==> src/klx_pkg.sv <==
// ============================================================================
// klx_pkg
// Shared types, token codes and keyword table for the keyword lexer.
// ============================================================================
package klx_pkg;

    localparam int MAX_LEXEME_DEF    = 99;
    localparam int KEYWORD_CHARS_DEF = 8;
    localparam int KW_COUNT          = 10;
    localparam int KW_MAX_LEN        = 8;
    localparam int RES_FIFO_DEPTH    = 4;

    localparam logic [5:0] TK_INTEIRO  = 6'd0;
    localparam logic [5:0] TK_PLUS     = 6'd10;
    localparam logic [5:0] TK_MINUS    = 6'd11;
    localparam logic [5:0] TK_MUL      = 6'd12;
    localparam logic [5:0] TK_DIV      = 6'd13;
    localparam logic [5:0] TK_AND      = 6'd14;
    localparam logic [5:0] TK_OR       = 6'd15;
    localparam logic [5:0] TK_LT       = 6'd16;
    localparam logic [5:0] TK_LE       = 6'd17;
    localparam logic [5:0] TK_GT       = 6'd18;
    localparam logic [5:0] TK_GE       = 6'd19;
    localparam logic [5:0] TK_EQEQ     = 6'd20;
    localparam logic [5:0] TK_ASSIGN   = 6'd21;
    localparam logic [5:0] TK_SEMI     = 6'd22;
    localparam logic [5:0] TK_COMMA    = 6'd23;
    localparam logic [5:0] TK_LPAREN   = 6'd24;
    localparam logic [5:0] TK_RPAREN   = 6'd25;
    localparam logic [5:0] TK_LBRACE   = 6'd26;
    localparam logic [5:0] TK_RBRACE   = 6'd27;
    localparam logic [5:0] TK_IDENT    = 6'd28;
    localparam logic [5:0] TK_NUM_INT  = 6'd29;
    localparam logic [5:0] TK_NUM_REAL = 6'd30;
    localparam logic [5:0] TK_EOF      = 6'd31;
    localparam logic [5:0] TK_ERROR    = 6'd32;

    localparam logic [7:0] CH_TAB   = 8'h09;
    localparam logic [7:0] CH_LF    = 8'h0A;
    localparam logic [7:0] CH_SPACE = 8'h20;
    localparam logic [7:0] CH_AMP   = 8'h26;
    localparam logic [7:0] CH_LPAR  = 8'h28;
    localparam logic [7:0] CH_RPAR  = 8'h29;
    localparam logic [7:0] CH_STAR  = 8'h2A;
    localparam logic [7:0] CH_PLUS  = 8'h2B;
    localparam logic [7:0] CH_COMMA = 8'h2C;
    localparam logic [7:0] CH_MINUS = 8'h2D;
    localparam logic [7:0] CH_DOT   = 8'h2E;
    localparam logic [7:0] CH_SLASH = 8'h2F;
    localparam logic [7:0] CH_SEMI  = 8'h3B;
    localparam logic [7:0] CH_LT    = 8'h3C;
    localparam logic [7:0] CH_EQ    = 8'h3D;
    localparam logic [7:0] CH_GT    = 8'h3E;
    localparam logic [7:0] CH_UNDER = 8'h5F;
    localparam logic [7:0] CH_LBRC  = 8'h7B;
    localparam logic [7:0] CH_BAR   = 8'h7C;
    localparam logic [7:0] CH_RBRC  = 8'h7D;

    typedef logic [KW_MAX_LEN-1:0][7:0] kw_text_t;

    localparam kw_text_t KW_TEXT [KW_COUNT] = '{
        {8'h00, "oriet", "ni"} ,
        {32'h0, "laer"},
        {48'h0, "es"},
        {24'h0, "oatne"},
        {24'h0, "oanes"},
        {"otnauqne"},
        {16'h0, "atiper"},
        {40'h0, "eta"},
        {40'h0, "rel"},
        {8'h00, "rartsom"}
    };

    localparam logic [3:0] KW_LEN [KW_COUNT] = '{
        4'd7, 4'd4, 4'd2, 4'd5, 4'd5, 4'd8, 4'd6, 4'd3, 4'd3, 4'd7
    };

    typedef enum logic [11:0] {
        S_IDLE    = 12'b0000_0000_0001,
        S_IDENT   = 12'b0000_0000_0010,
        S_NUM     = 12'b0000_0000_0100,
        S_NUM_DOT = 12'b0000_0000_1000,
        S_SLASH   = 12'b0000_0001_0000,
        S_COMMENT = 12'b0000_0010_0000,
        S_CSTAR   = 12'b0000_0100_0000,
        S_LT      = 12'b0000_1000_0000,
        S_GT      = 12'b0001_0000_0000,
        S_EQ      = 12'b0010_0000_0000,
        S_AMP     = 12'b0100_0000_0000,
        S_BAR     = 12'b1000_0000_0000
    } scan_state_t;

    typedef struct packed {
        logic [7:0] bad_char;
        logic [6:0] lexeme_length;
        logic [5:0] token_code;
    } token_t;

    typedef struct packed {
        logic   last;
        token_t tok;
    } res_entry_t;

    function automatic logic is_alpha(input logic [7:0] b);
        return (b >= 8'h61 && b <= 8'h7A) || (b >= 8'h41 && b <= 8'h5A);
    endfunction

    function automatic logic is_digit(input logic [7:0] b);
        return b >= 8'h30 && b <= 8'h39;
    endfunction

    function automatic token_t make_tok(input logic [5:0] code, input logic [6:0] len,
                                        input logic [7:0] bad);
        token_t t;
        t.token_code    = code;
        t.lexeme_length = len;
        t.bad_char      = bad;
        return t;
    endfunction

endpackage

==> src/keyword_lexer_byte_stream.sv <==
// ============================================================================
// keyword_lexer_byte_stream
// Byte-stream lexer: turns source bytes into token words with code, length
// and the offending byte on error.
// ============================================================================
//  Channel | Direction | Content
//  s_*     | in        | tdata: in_byte [7:0]; tuser: mode [0]
//  m_*     | out       | tdata: token_code [5:0], lexeme_length [12:6],
//          |           |        bad_char [20:13], zero [23:21]; tlast: last
//
//  The input register feeds the result queue directly, so one word per cycle
//  is taken while the four-entry result queue has room for two results. A
//  byte that yields two tokens writes both into the queue at once.
//  Reset clears the scan state, the halt flag and the queue.
//  A stall on the output fills the queue and then holds the input register.
// ============================================================================
module keyword_lexer_byte_stream
#(
    parameter int MAX_LEXEME    = klx_pkg::MAX_LEXEME_DEF,
    parameter int KEYWORD_CHARS = klx_pkg::KEYWORD_CHARS_DEF
)
(
    input  logic        clk,
    input  logic        rst_n,
    input  logic        s_tvalid,
    output logic        s_tready,
    input  logic [7:0]  s_tdata,   // in_byte [7:0]
    input  logic        s_tuser,   // mode [0]
    output logic        m_tvalid,
    input  logic        m_tready,
    output logic [23:0] m_tdata,   // token_code, lexeme_length, bad_char, zero pad
    output logic        m_tlast
);
    import klx_pkg::*;

    localparam int CW = $clog2(MAX_LEXEME + 1);
    localparam int PW = $clog2(RES_FIFO_DEPTH);
    localparam int QW = $clog2(RES_FIFO_DEPTH + 1);

    logic              in_valid_reg;
    logic              in_mode_reg;
    logic [7:0]        in_byte_reg;
    scan_state_t       state_reg, state_next;
    logic [CW-1:0]     count_reg, count_next;
    logic              real_reg, real_next;
    logic              halted_reg, halted_next;
    logic [7:0]        chars_reg [KEYWORD_CHARS];
    logic              char_we;
    logic [CW-1:0]     char_idx;
    res_entry_t        fifo_reg [RES_FIFO_DEPTH];
    logic [PW-1:0]     wr_ptr_reg, rd_ptr_reg;
    logic [QW-1:0]     fill_reg;
    logic              process, pop;
    logic              first_v, second_v;
    token_t            first_tok, second_tok;
    logic [1:0]        nres;
    token_t            out0, out1;
    logic [7:0]        b;
    logic              flush_v, flush_fail;
    token_t            flush_tok;
    logic              fresh_v, fresh_fail, fresh_start;
    token_t            fresh_tok;
    scan_state_t       fresh_state;
    logic [5:0]        ident_code;
    logic              kw_hit;
    logic              overflow;
    logic [6:0]        len7;

    assign b        = in_byte_reg;
    assign process  = in_valid_reg && (fill_reg <= QW'(RES_FIFO_DEPTH - 2));
    assign s_tready = !in_valid_reg || process;
    assign pop      = m_tvalid && m_tready;
    assign m_tvalid = fill_reg != '0;
    assign m_tdata  = {3'b000, fifo_reg[rd_ptr_reg].tok};
    assign m_tlast  = fifo_reg[rd_ptr_reg].last;
    assign len7     = 7'(count_reg);
    assign overflow = count_reg >= CW'(MAX_LEXEME);

    always_comb
    begin
        ident_code = TK_IDENT;
        for (int k = KW_COUNT - 1; k >= 0; k--)
        begin
            kw_hit = count_reg == CW'(KW_LEN[k]);
            for (int i = 0; i < KW_MAX_LEN; i++)
            begin
                if (i < int'(KW_LEN[k]) && chars_reg[i] != KW_TEXT[k][i])
                begin
                    kw_hit = 1'b0;
                end
            end
            if (kw_hit)
            begin
                ident_code = 6'(k);
            end
        end
    end

    always_comb
    begin
        flush_v    = 1'b1;
        flush_fail = 1'b0;
        flush_tok  = make_tok(TK_ERROR, 7'd1, 8'h00);
        case (state_reg)
            S_IDENT:   flush_tok = make_tok(ident_code, len7, 8'h00);
            S_NUM,
            S_NUM_DOT: flush_tok = make_tok(real_reg ? TK_NUM_REAL : TK_NUM_INT, len7, 8'h00);
            S_SLASH:   flush_tok = make_tok(TK_DIV, 7'd1, 8'h00);
            S_LT:      flush_tok = make_tok(TK_LT, 7'd1, 8'h00);
            S_GT:      flush_tok = make_tok(TK_GT, 7'd1, 8'h00);
            S_EQ:      flush_tok = make_tok(TK_ASSIGN, 7'd1, 8'h00);
            S_AMP:
            begin
                flush_fail = 1'b1;
                flush_tok  = make_tok(TK_ERROR, 7'd1, CH_AMP);
            end
            S_BAR:
            begin
                flush_fail = 1'b1;
                flush_tok  = make_tok(TK_ERROR, 7'd1, CH_BAR);
            end
            default:   flush_v = 1'b0;
        endcase
    end

    always_comb
    begin
        fresh_v     = 1'b1;
        fresh_fail  = 1'b0;
        fresh_start = 1'b0;
        fresh_state = S_IDLE;
        fresh_tok   = make_tok(TK_ERROR, 7'd1, b);
        if (b == CH_SPACE || b == CH_TAB || b == CH_LF)
        begin
            fresh_v = 1'b0;
        end
        else if (is_alpha(b) || is_digit(b))
        begin
            fresh_v     = 1'b0;
            fresh_start = 1'b1;
            fresh_state = is_alpha(b) ? S_IDENT : S_NUM;
        end
        else
        begin
            case (b)
                CH_SLASH: begin fresh_v = 1'b0; fresh_state = S_SLASH; end
                CH_LT:    begin fresh_v = 1'b0; fresh_state = S_LT; end
                CH_GT:    begin fresh_v = 1'b0; fresh_state = S_GT; end
                CH_EQ:    begin fresh_v = 1'b0; fresh_state = S_EQ; end
                CH_AMP:   begin fresh_v = 1'b0; fresh_state = S_AMP; end
                CH_BAR:   begin fresh_v = 1'b0; fresh_state = S_BAR; end
                CH_PLUS:  fresh_tok = make_tok(TK_PLUS, 7'd1, 8'h00);
                CH_MINUS: fresh_tok = make_tok(TK_MINUS, 7'd1, 8'h00);
                CH_STAR:  fresh_tok = make_tok(TK_MUL, 7'd1, 8'h00);
                CH_SEMI:  fresh_tok = make_tok(TK_SEMI, 7'd1, 8'h00);
                CH_COMMA: fresh_tok = make_tok(TK_COMMA, 7'd1, 8'h00);
                CH_LPAR:  fresh_tok = make_tok(TK_LPAREN, 7'd1, 8'h00);
                CH_RPAR:  fresh_tok = make_tok(TK_RPAREN, 7'd1, 8'h00);
                CH_LBRC:  fresh_tok = make_tok(TK_LBRACE, 7'd1, 8'h00);
                CH_RBRC:  fresh_tok = make_tok(TK_RBRACE, 7'd1, 8'h00);
                default:  fresh_fail = 1'b1;
            endcase
        end
    end

    always_comb
    begin
        logic do_append;
        logic do_fresh;
        logic do_flush_fresh;

        do_append      = 1'b0;
        do_fresh       = 1'b0;
        do_flush_fresh = 1'b0;
        state_next     = state_reg;
        count_next     = count_reg;
        real_next      = real_reg;
        halted_next    = halted_reg;
        char_we        = 1'b0;
        char_idx       = count_reg;
        first_v        = 1'b0;
        second_v       = 1'b0;
        first_tok      = flush_tok;
        second_tok     = fresh_tok;

        if (halted_reg)
        begin
            state_next = state_reg;
        end
        else if (in_mode_reg)
        begin
            first_v    = flush_v;
            state_next = S_IDLE;
            if (flush_fail)
            begin
                halted_next = 1'b1;
            end
            else
            begin
                second_v   = 1'b1;
                second_tok = make_tok(TK_EOF, 7'd0, 8'h00);
            end
        end
        else
        begin
            case (state_reg)
                S_IDENT:
                begin
                    if (is_alpha(b) || is_digit(b) || b == CH_UNDER)
                        do_append = 1'b1;
                    else
                        do_flush_fresh = 1'b1;
                end
                S_NUM:
                begin
                    if (is_digit(b))
                    begin
                        do_append = 1'b1;
                    end
                    else if (b == CH_DOT)
                    begin
                        do_append = 1'b1;
                        if (!overflow)
                        begin
                            real_next  = 1'b1;
                            state_next = S_NUM_DOT;
                        end
                    end
                    else
                    begin
                        do_flush_fresh = 1'b1;
                    end
                end
                S_NUM_DOT:
                begin
                    if (is_digit(b))
                    begin
                        do_append = 1'b1;
                        if (!overflow)
                            state_next = S_NUM;
                    end
                    else
                    begin
                        do_flush_fresh = 1'b1;
                    end
                end
                S_SLASH:
                begin
                    if (b == CH_STAR)
                        state_next = S_COMMENT;
                    else
                        do_flush_fresh = 1'b1;
                end
                S_COMMENT:
                begin
                    if (b == CH_STAR)
                        state_next = S_CSTAR;
                end
                S_CSTAR:
                begin
                    if (b == CH_SLASH)
                        state_next = S_IDLE;
                    else if (b != CH_STAR)
                        state_next = S_COMMENT;
                end
                S_LT, S_GT, S_EQ:
                begin
                    if (b == CH_EQ)
                    begin
                        first_v    = 1'b1;
                        first_tok  = make_tok((state_reg == S_LT) ? TK_LE :
                                              (state_reg == S_GT) ? TK_GE : TK_EQEQ,
                                              7'd2, 8'h00);
                        state_next = S_IDLE;
                    end
                    else
                    begin
                        do_flush_fresh = 1'b1;
                    end
                end
                S_AMP, S_BAR:
                begin
                    first_v    = 1'b1;
                    state_next = S_IDLE;
                    if ((state_reg == S_AMP && b == CH_AMP) ||
                        (state_reg == S_BAR && b == CH_BAR))
                        first_tok = make_tok((state_reg == S_AMP) ? TK_AND : TK_OR,
                                             7'd2, 8'h00);
                    else
                        halted_next = 1'b1;
                end
                default:
                begin
                    do_fresh = 1'b1;
                end
            endcase

            if (do_append)
            begin
                if (overflow)
                begin
                    first_v     = 1'b1;
                    first_tok   = make_tok(TK_ERROR, 7'(MAX_LEXEME), b);
                    halted_next = 1'b1;
                    state_next  = S_IDLE;
                end
                else
                begin
                    char_we    = int'(count_reg) < KEYWORD_CHARS;
                    count_next = count_reg + CW'(1);
                end
            end

            if (do_flush_fresh)
            begin
                first_v  = 1'b1;
                do_fresh = 1'b1;
            end

            if (do_fresh)
            begin
                state_next = fresh_state;
                second_v   = fresh_v || fresh_fail;
                second_tok = fresh_tok;
                if (fresh_fail)
                    halted_next = 1'b1;
                if (fresh_start)
                begin
                    count_next = CW'(1);
                    char_we    = 1'b1;
                    char_idx   = '0;
                    real_next  = 1'b0;
                end
            end
        end

        if (!process)
        begin
            first_v  = 1'b0;
            second_v = 1'b0;
        end
    end

    assign nres = {1'b0, first_v} + {1'b0, second_v};
    assign out0 = first_v ? first_tok : second_tok;
    assign out1 = second_tok;

    always_ff @(posedge clk or negedge rst_n)
    begin
        if (!rst_n)
        begin
            in_valid_reg <= 1'b0;
            state_reg    <= S_IDLE;
            count_reg    <= '0;
            real_reg     <= 1'b0;
            halted_reg   <= 1'b0;
            wr_ptr_reg   <= '0;
            rd_ptr_reg   <= '0;
            fill_reg     <= '0;
        end
        else
        begin
            if (s_tready)
                in_valid_reg <= s_tvalid;
            if (process)
            begin
                state_reg  <= state_next;
                count_reg  <= count_next;
                real_reg   <= real_next;
                halted_reg <= halted_next;
            end
            wr_ptr_reg <= wr_ptr_reg + PW'(nres);
            if (pop)
                rd_ptr_reg <= rd_ptr_reg + PW'(1);
            fill_reg <= fill_reg + QW'(nres) - QW'(pop);
        end
    end

    always_ff @(posedge clk)
    begin
        if (s_tready && s_tvalid)
        begin
            in_mode_reg <= s_tuser;
            in_byte_reg <= s_tdata;
        end
        if (process && char_we)
        begin
            for (int i = 0; i < KEYWORD_CHARS; i++)
            begin
                if (char_idx == CW'(i))
                    chars_reg[i] <= b;
            end
        end
        if (nres != 2'd0)
        begin
            fifo_reg[wr_ptr_reg].tok  <= out0;
            fifo_reg[wr_ptr_reg].last <= nres == 2'd1;
        end
        if (nres == 2'd2)
        begin
            fifo_reg[wr_ptr_reg + PW'(1)].tok  <= out1;
            fifo_reg[wr_ptr_reg + PW'(1)].last <= 1'b1;
        end
    end

endmodule

==> config.mk <==
export PLATFORM = sky130hd
export DESIGN_NAME = keyword_lexer_byte_stream
export DESIGN_NICKNAME = d
export VERILOG_FILES = /design/src/klx_pkg.sv /design/src/keyword_lexer_byte_stream.sv
export SDC_FILE = /design/constraint.sdc
export NUM_CORES = 1
export LEC_CHECK = 0
export ABC_AREA = 1
export BUFFER_PORTS_ARGS = -buffer_cell sky130_fd_sc_hd__buf_2
export CAP_MARGIN = 20
export CORE_ASPECT_RATIO = 0.9
export CORE_UTILIZATION = 58
export CTS_BUF_LIST = sky130_fd_sc_hd__clkbuf_8
export CTS_CLUSTER_SIZE = 12
export DETAILED_ROUTE_END_ITERATION = 8
export GPL_TIMING_DRIVEN = 0
export PLACE_DENSITY_LB_ADDON = 0.15
export SETUP_SLACK_MARGIN = 0.4
export SLEW_MARGIN = 20
export SYNTH_ARGS = -nofsm -noshare
export SYNTH_HDL_FRONTEND = slang
export SYNTH_SLANG_ARGS = --single-unit
==> constraint.sdc <==
create_clock -name clk -period 3.3 [get_ports clk]
set_input_delay 0.165 -clock clk [delete_from_list [all_inputs] [get_ports clk]]
set_output_delay 0.165 -clock clk [all_outputs]
set_load 0.01 [all_outputs]
# --- Word level (Yosys, flattened, before mapping) ---
# Memory sizes are Yosys's and may differ from the RTL's.
# Cells that the tools add are included.
totals:
  reg_bits: 38
  ramBits: 152
  in_bits: 13
  out_inout_bits: 27
  elab_cells: 371
  mem_count: 2
classes:
  n_addsub: 7
  magnitude_cmp: 9
  eq_ne: 85
  n_mux: 219
  n_bitwise: 2
  reduce_logical: 37
mem_list:
  columns: ["name", "words", "word_bits", "read_ports", "rd_clocked_by_memory_dff", "write_ports", "line", "source"]
  rows:
  - ["fifo_reg", 4, 22, 1, 0, 2, "keyword_lexer_byte_stream.sv:50", "res_entry_t fifo_reg [RES_FIFO_DEPTH];"]
  - ["chars_reg", 8, 8, 8, 0, 1, "keyword_lexer_byte_stream.sv:47", "logic [7:0] chars_reg [KEYWORD_CHARS];"]
op_table:
  columns: ["operator", "count"]
  rows:
  - ["8-bit by 7-bit inequality test with 1-bit output (second input constant)", 37]
  - ["21-bit two-way mux", 12]
  - ["12-bit two-way mux", 16]
  - ["21-bit case mux with 9 select lines", 1]
  - ["20-bit case mux with 8 select lines", 1]
  - ["1-bit two-way mux", 147]
  - ["8-bit by 6-bit equality test with 1-bit output (second input constant)", 14]
  - ["12-bit case mux with 7 select lines", 1]
  - ["12-bit case mux with 6 select lines", 1]
  - ["7-bit by 3-bit equality test with 1-bit output (second input constant)", 8]
  - ["7-bit two-way mux", 8]
  - ["8-bit two-way mux", 7]
  - ["8-bit OR reduction", 7]
  - ["5-bit two-way mux", 9]
  - ["21-bit case mux with 2 select lines", 1]
  - ["8-bit by 7-bit equality test with 1-bit output (second input constant)", 4]
  - ["3-bit two-way mux", 10]
  - ["7-bit by 2-bit equality test with 1-bit output (second input constant)", 4]
  - ["8-bit by 4-bit equality test with 1-bit output (second input constant)", 2]
  - ["8-bit by 7-bit greater-or-equal comparator with 1-bit output (second input constant)", 2]
  - ["8-bit by 7-bit less-or-equal comparator with 1-bit output (second input constant)", 2]
  - ["15-bit OR reduction", 1]
  - ["12-bit by 10-bit equality test with 1-bit output (second input constant)", 1]
  - ["12-bit by 11-bit equality test with 1-bit output (second input constant)", 1]
  - ["other kinds (44)", 62]

# --- Logic depth before layout (Yosys ltp) ---
depth:
  word_depth: 27
  mapped_depth: 23
  mapped_depth_nobuf: 21

# --- Worst setup path after synthesis ---
# No wires, ideal clock.
synth_timing:
  path_type: "register to register"
  start: "register in_byte_reg[0] (netlist: b[0])"
  end: "memory fifo_reg[3][10] in the netlist's numbering"
  setup_time_ns: 0.120
  arrival_time_ns: 3.419
  t_required_ns: 3.180
  setup_slack_ns: -0.240
  path_stages_with_launch: 21
  path_buffers: 1
  period_less_slack_ns: 3.540
  cell_sequence: "edfxtp_1 > buf_2 > nor2_1 > nand2_1 > nand2_1 > nand2_1 > nand2_1 > nand4_1 > nand4_4 > inv_2 > nand2_2 > a31oi_1 > nor2_1 > inv_1 > ha_1 > nor3_1 > inv_1 > nand2_1 > inv_1 > nand2_1 > o21ai_1"
synth_rtl:
  columns: ["element", "line", "source"]
  rows:
  - ["from (decl)", "keyword_lexer_byte_stream.sv:42", "logic [7:0] in_byte_reg;"]
  - ["from (signal assigned)", "keyword_lexer_byte_stream.sv:384", "in_byte_reg <= s_tdata;"]
  - ["to (decl)", "keyword_lexer_byte_stream.sv:50", null]

# --- Worst setup path after layout ---
layout_timing:
  start: "register in_byte_reg[2] (netlist: b[2])"
  end: "register fill_reg[2]"
layout_via:
  elab_chain_len: 19
  elab_cells_between_ends: 77
  classes_between: "add/sub: 3; order compare: 6; eq/ne: 20; mux: 37; reduce/logical: 11"
layout_lines:
  columns: ["element", "line", "source"]
  rows:
  - ["8-bit by 7-bit greater-or-equal comparator with 1-bit output or 8-bit by 7-bit less-or-equal comparator with 1-bit output (tied branches)", "klx_pkg.sv:105", "return (b >= 8'h61 && b <= 8'h7A) || (b >= 8'h41 && b <= 8'h5A);"]
  - ["1-bit logical AND", "klx_pkg.sv:105", null]
  - ["1-bit logical OR", "klx_pkg.sv:105", null]
  - ["1-bit logical OR", "keyword_lexer_byte_stream.sv:137, keyword_lexer_byte_stream.sv:209", null]
  - ["1-bit logical OR", "keyword_lexer_byte_stream.sv:209", "if (is_alpha(b) || is_digit(b) || b == CH_UNDER)"]
  - ["1-bit two-way mux", "keyword_lexer_byte_stream.sv:209", null]
  - ["1-bit case mux with 5 select lines", "keyword_lexer_byte_stream.sv:206", "case (state_reg)"]
  - ["1-bit two-way mux", "keyword_lexer_byte_stream.sv:190", "else if (in_mode_reg)"]
  - ["(+3 left out)", null, null]
  - ["1-bit two-way mux", "keyword_lexer_byte_stream.sv:186", "if (halted_reg)"]
  - ["1-bit two-way mux", "keyword_lexer_byte_stream.sv:320", "if (do_fresh)"]
  - ["1-bit two-way mux", "keyword_lexer_byte_stream.sv:190", null]
  - ["1-bit two-way mux", "keyword_lexer_byte_stream.sv:186", null]
  - ["1-bit two-way mux", "keyword_lexer_byte_stream.sv:337", "if (!process)"]
  - ["1-bit by 1-bit adder with 2-bit output (*)", "keyword_lexer_byte_stream.sv:344", "assign nres = {1'b0, first_v} + {1'b0, second_v};"]
  - ["3-bit by 2-bit adder with 3-bit output (*)", "keyword_lexer_byte_stream.sv:375", "fill_reg <= fill_reg + QW'(nres) - QW'(pop);"]
  - ["3-bit by 1-bit subtractor with 3-bit output (*)", "keyword_lexer_byte_stream.sv:375", null]
  - ["to (signal assigned)", "keyword_lexer_byte_stream.sv:375", null]
  - ["to (decl)", "keyword_lexer_byte_stream.sv:52", "logic [QW-1:0] fill_reg;"]
# Mark *: on every way between the ends. The rest lies on a longest branch, timed or not. The select of a mux whose other input is x is not followed.
# A chain may end at the register's enable or synchronous reset.

==> results.md <==
Power and ir drop:
- Summing internal, switching and leakage power gives between 0.006 and 0.007 W.
- Across the VDD grid, the largest voltage drop is between 0.4 and 0.5 mV.
- In this run the static leakage power is about 5.9 nW.
- The power per unit of standard cell area is between 500 and 600 nW/um^2.

Status:
- The flow ran to the end, but the final reports show violations.
- The checks that failed: negative setup slack.

Logic synthesis:
- Yosys mapped a number of flops with a built-in enable equal to between 100 and 150.
- Counting distinct cell types in the post-synthesis netlist gives between 40 and 50.
- The summed instance area of the synthesized netlist is 10600 sq um.
- In this run the biggest area consumer among cell types represents a little under two fifths of the synthesized area.
- Synthesis inferred 190 register bits.
- Among all flip-flop cells after synthesis, the most frequent one is edfxtp_1.
- A synthesized cell averages between 7 and 8 sq um.
- The Yosys step of the flow raised 0 warnings.
- Synthesis produced a netlist whose cell count is ~1300.
- The dominant cell type by area after synthesis is edfxtp_1.
- After synthesis, flip-flops and latches occupy 49.7% of the total area.
- Ranked by total cell area, the synthesized netlist is headed by edfxtp_1 (38%), nand2_1 (13%), nor2_1 (6.8%).
- For this run, asynchronously set or reset flops after synthesis account for approximately 15%.

STA:
- In this run the tightest slew margin relative to its limit is a little under a fifth.
- Setup violations remaining at the end of the flow were counted as 43.
- Once routing completed, OpenROAD measured the worst setup slack at -84.0 ps.
- Setup repair after global routing could not meet its margin everywhere.
- The final number of max-transition violations is 0.
- The worst setup skew after layout is approximately 21 ps.
- For the pin with the worst max-slew slack, the measured transition is ~1200 ps.
- For the finished layout, the period the worst path requires is between 3000 and 4000 ps.
- The final clock period utilization by the worst path is 103%.
- Hold timing on the final database bottoms out at a slack of 275 ps.
- The final count of hold timing violations is 0.
- The top achievable clock speed is a little under 300 MHz.

Drt:
- Once detail routing completed, the nets flagged for antenna violations numbered 0.
- The total via count in the routed design is 10839.
- For this run, design rule violations remaining after detail routing come to 0.
- The pre-antenna-repair detailed-routing pass consisted of 9 iterations.
- After the first detailed-routing iteration, the DRC count stood at roughly 1600.
- The routed length per instance is 20.3 um.
- The overall routed net length is approximately 36000 um.
- After detailed routing, the number of vias per cell comes to roughly 6.1.

Worst setup path:
- Walking the worst path, the cells encountered are buf_6 > nor2_4 > nand2_2 > nand2_1 > nand2_1 > nand2_2 > nand3_2 > nand2_2 > nand2_4 > nand2_8 > nand2_4 > nor2_4 > nor2_8 > buf_12 > ha_4 > inv_6 > ha_4 > inv_2 > ha_4 > inv_2 > fa_2 > xnor2_2 > xor2_1.
- STA classifies the critical path startpoint as a flip-flop.
- The buffering stage count on the worst path with inverters included is 5.
- The peak fanout along the critical path is 5.
- In this design, the stage delay of the slowest critical-path cell is around 560 ps.
- The required time reported for the critical path endpoint is between 3000 and 4000 ps.
- The kind of cell with the highest combined delay along the critical path is simple AND/OR/NAND/NOR gates.
- The classification of the worst setup path is flip-flop to flip-flop.
- The data arrival at the endpoint of the critical path is approximately 3800 ps.
- The type of element capturing the critical path is a flip-flop.
- The largest individual stage delay along the critical path comes from the cell edfxtp_1.
- The minimum setup slack among reg-to-reg paths is -80 ps.

Clock tree:
- The H-tree generated during clock tree synthesis spans 4 levels.
- The worst-skew pair later-pin latency is 500 ps.
- The number of buffers created by CTS is 17.
- The clock drives between 150 and 200 sinks.
- The number of buffers between clock root and the deepest sink is 2.
- TritonCTS built the clock tree.
- The buffer cell driving the clock tree root is clkbuf_8.
- After clock tree synthesis, the clock-pin slew on the worst setup and hold paths is 100 ps.

Finish:
- The number of fill cells in the layout is between 1000 and 1500.
- The library cell used most frequently in the layout, excluding fill and tap cells, is nand2_1.
- The library cells used most frequently in the layout, excluding fill and tap cells, are nand2_1 (293), nor2_1 (169), edfxtp_1 (133).
- The final net count is 1545.
- The layout overhead on the synthesized area is 29.8%.
- The number of antenna diodes in the final layout is 0.
- The number of flip-flops under the largest register name is 88.
- Leaving out filler cells and counting taps, the final layout contains approximately 1800.
- The share of cells above drive strength 1 is approximately 29%.

Floorplan:
- In this run the standard cell core region covers roughly 18000 sq um.
- The die width is ~140 um.
- The vertical die dimension is around 130 um.
- The number of ports placed on the die boundary is 40.
- The floorplan has between 40 and 50 rows.
- The area of the die is between 15000 and 20000 sq um.
- For this configuration, the core starts out at a cell density of 59.7%.

Placed design:
- In this run the tool buffered the top-level ports with 36 buffer cells.
- The setup slack at placement is -690 ps.
- The congestion estimate from routability-driven global placement came to around 0.95.
- After detailed placement, the design holds a cell count of approximately 1600.
- Detailed placement ended at an HPWL of 21500 um.

Global route:
- The via count of the first global-routing pass is roughly 9300.
- The number of antenna violations at the first check in global routing was 0.
- The wire length of the first global-routing pass is a little under 50000 um.
- Entering global routing, the biggest net connects 30 pins.
- The overall overflow remaining after global route is 0.
- The aggregate global-route resource usage is ~36%.

Job:
- The number of max-cap violations is 0.

Hold path:
- The worst min-delay path class is input port to async pin.
logic make-up after synthesis:
group	share of synthesized area [%]
other	0.0353
AND/OR/NAND/NOR	33.3
flip-flops	49.7
AO/OA/AOI/OAI	8.38
XOR/XNOR	0.660
adder cells (fa/ha/maj)	1.37
buffers and inverters	6.57
timing repair:
action | 4_1_cts | 5_1_grt
resized for setup | 79 | 181
hold endpoints to repair | 38 | 0
pin swaps | 38 | 61
hold buffers | 11 | 0
buffers inserted | 82 | 34
endpoints found under the setup margin | 217 | 215
gates cloned | 1 | 6
synthesized netlist by cell type (3+ instances only):
cell and instances:
edfxtp_1 133, nand2_2 19, dfxtp_1 28, nor3_1 24
nand4_1 33, o21ai_1 26, a21oi_1 17, clkbuf_1 25
ha_1 10, inv_2 17, nand3b_1 3, xor2_1 7
buf_2 3, nor4_1 4, nor2_1 193, a31oi_1 4
nand4_2 3, nor2_2 14, o22ai_1 28, buf_4 4
o211ai_1 4, nand2_4 4, inv_1 129, nand3_1 98
and3_1 3, nand3_2 9, nor2_4 8, dfrtp_1 28
o21ai_0 67, nand2_1 360, o21ai_2 4
report_power, final:
part,leakage (nW),internal (W),switching [W],total [W]
combinational,3.88,0.000869,0.00167,0.00253
clock,0.208,0.000603,0.000961,0.00156
sequential,1.85,0.00272,0.000170,0.00289
total,5.94,0.00419,0.00280,0.00699
worst paths after layout:
| check | startpoint | to | depth (start not counted) |
|---|---|---|---|
| max in group asynchronous | rst_n | state_reg[2] | 2 |
| min in group clk | m_tready | rd_ptr_reg[0] | 3 |
| worst max register to register | b[2] | fill_reg[2] | 23 |
| worst min-delay path | rst_n | fill_reg[0] | 2 |
| worst min register to register | fifo_reg[1][11] | fifo_reg[1][11] | 2 |
| worst max-delay path | b[2] | fill_reg[2] | 23 |
worst register-to-register path: cells and delay by family (launching register included):
family,cells,cell delay [ps]
DFF,1,560
adders and majority gates,4,940
buffers and inverters,5,460
and+or+nand+nor,12,1050
xor gates and xnor gates,2,290
per-stage QoR:
| step | cell area (sq um) | TNS, ps | util [%] |
|---|---|---|---|
| after CTS | 12800 | 0 | 72.1 |
| after floorplan | 10900 | 0 | - |
| after detailed placement | 11300 | -88900 | 63.8 |
| after global routing | 13800 | -6500 | 77.5 |
| final | 13800 | -1100 | 77.5 |
| after global placement | 11300 | -80850 | 63.8 |
layer usage:
metal  track usage, %  up-vias  part of all wire, %
met5                0        -                    0
met2             54.5      797                   44
met3             7.23      190                   12
met1             49.2     5026                   39
li1                 -     4826                    -
met4             16.9        0                  5.4
cell type report:
type                            instances  area, sq um  area share, %
Inverter                              146          589           4.27
Tap cell                              240          300           2.18
Timing Repair Buffer                  167         1450           10.5
Sequential cell                       190         5280           38.3
Clock inverter                         15          163           1.18
Clock buffer                           17          234           1.70
Multi-Input combinational cell        966         5500           39.9
Buffer                                 33          275           2.00
(Power assumes the default switching activity.)
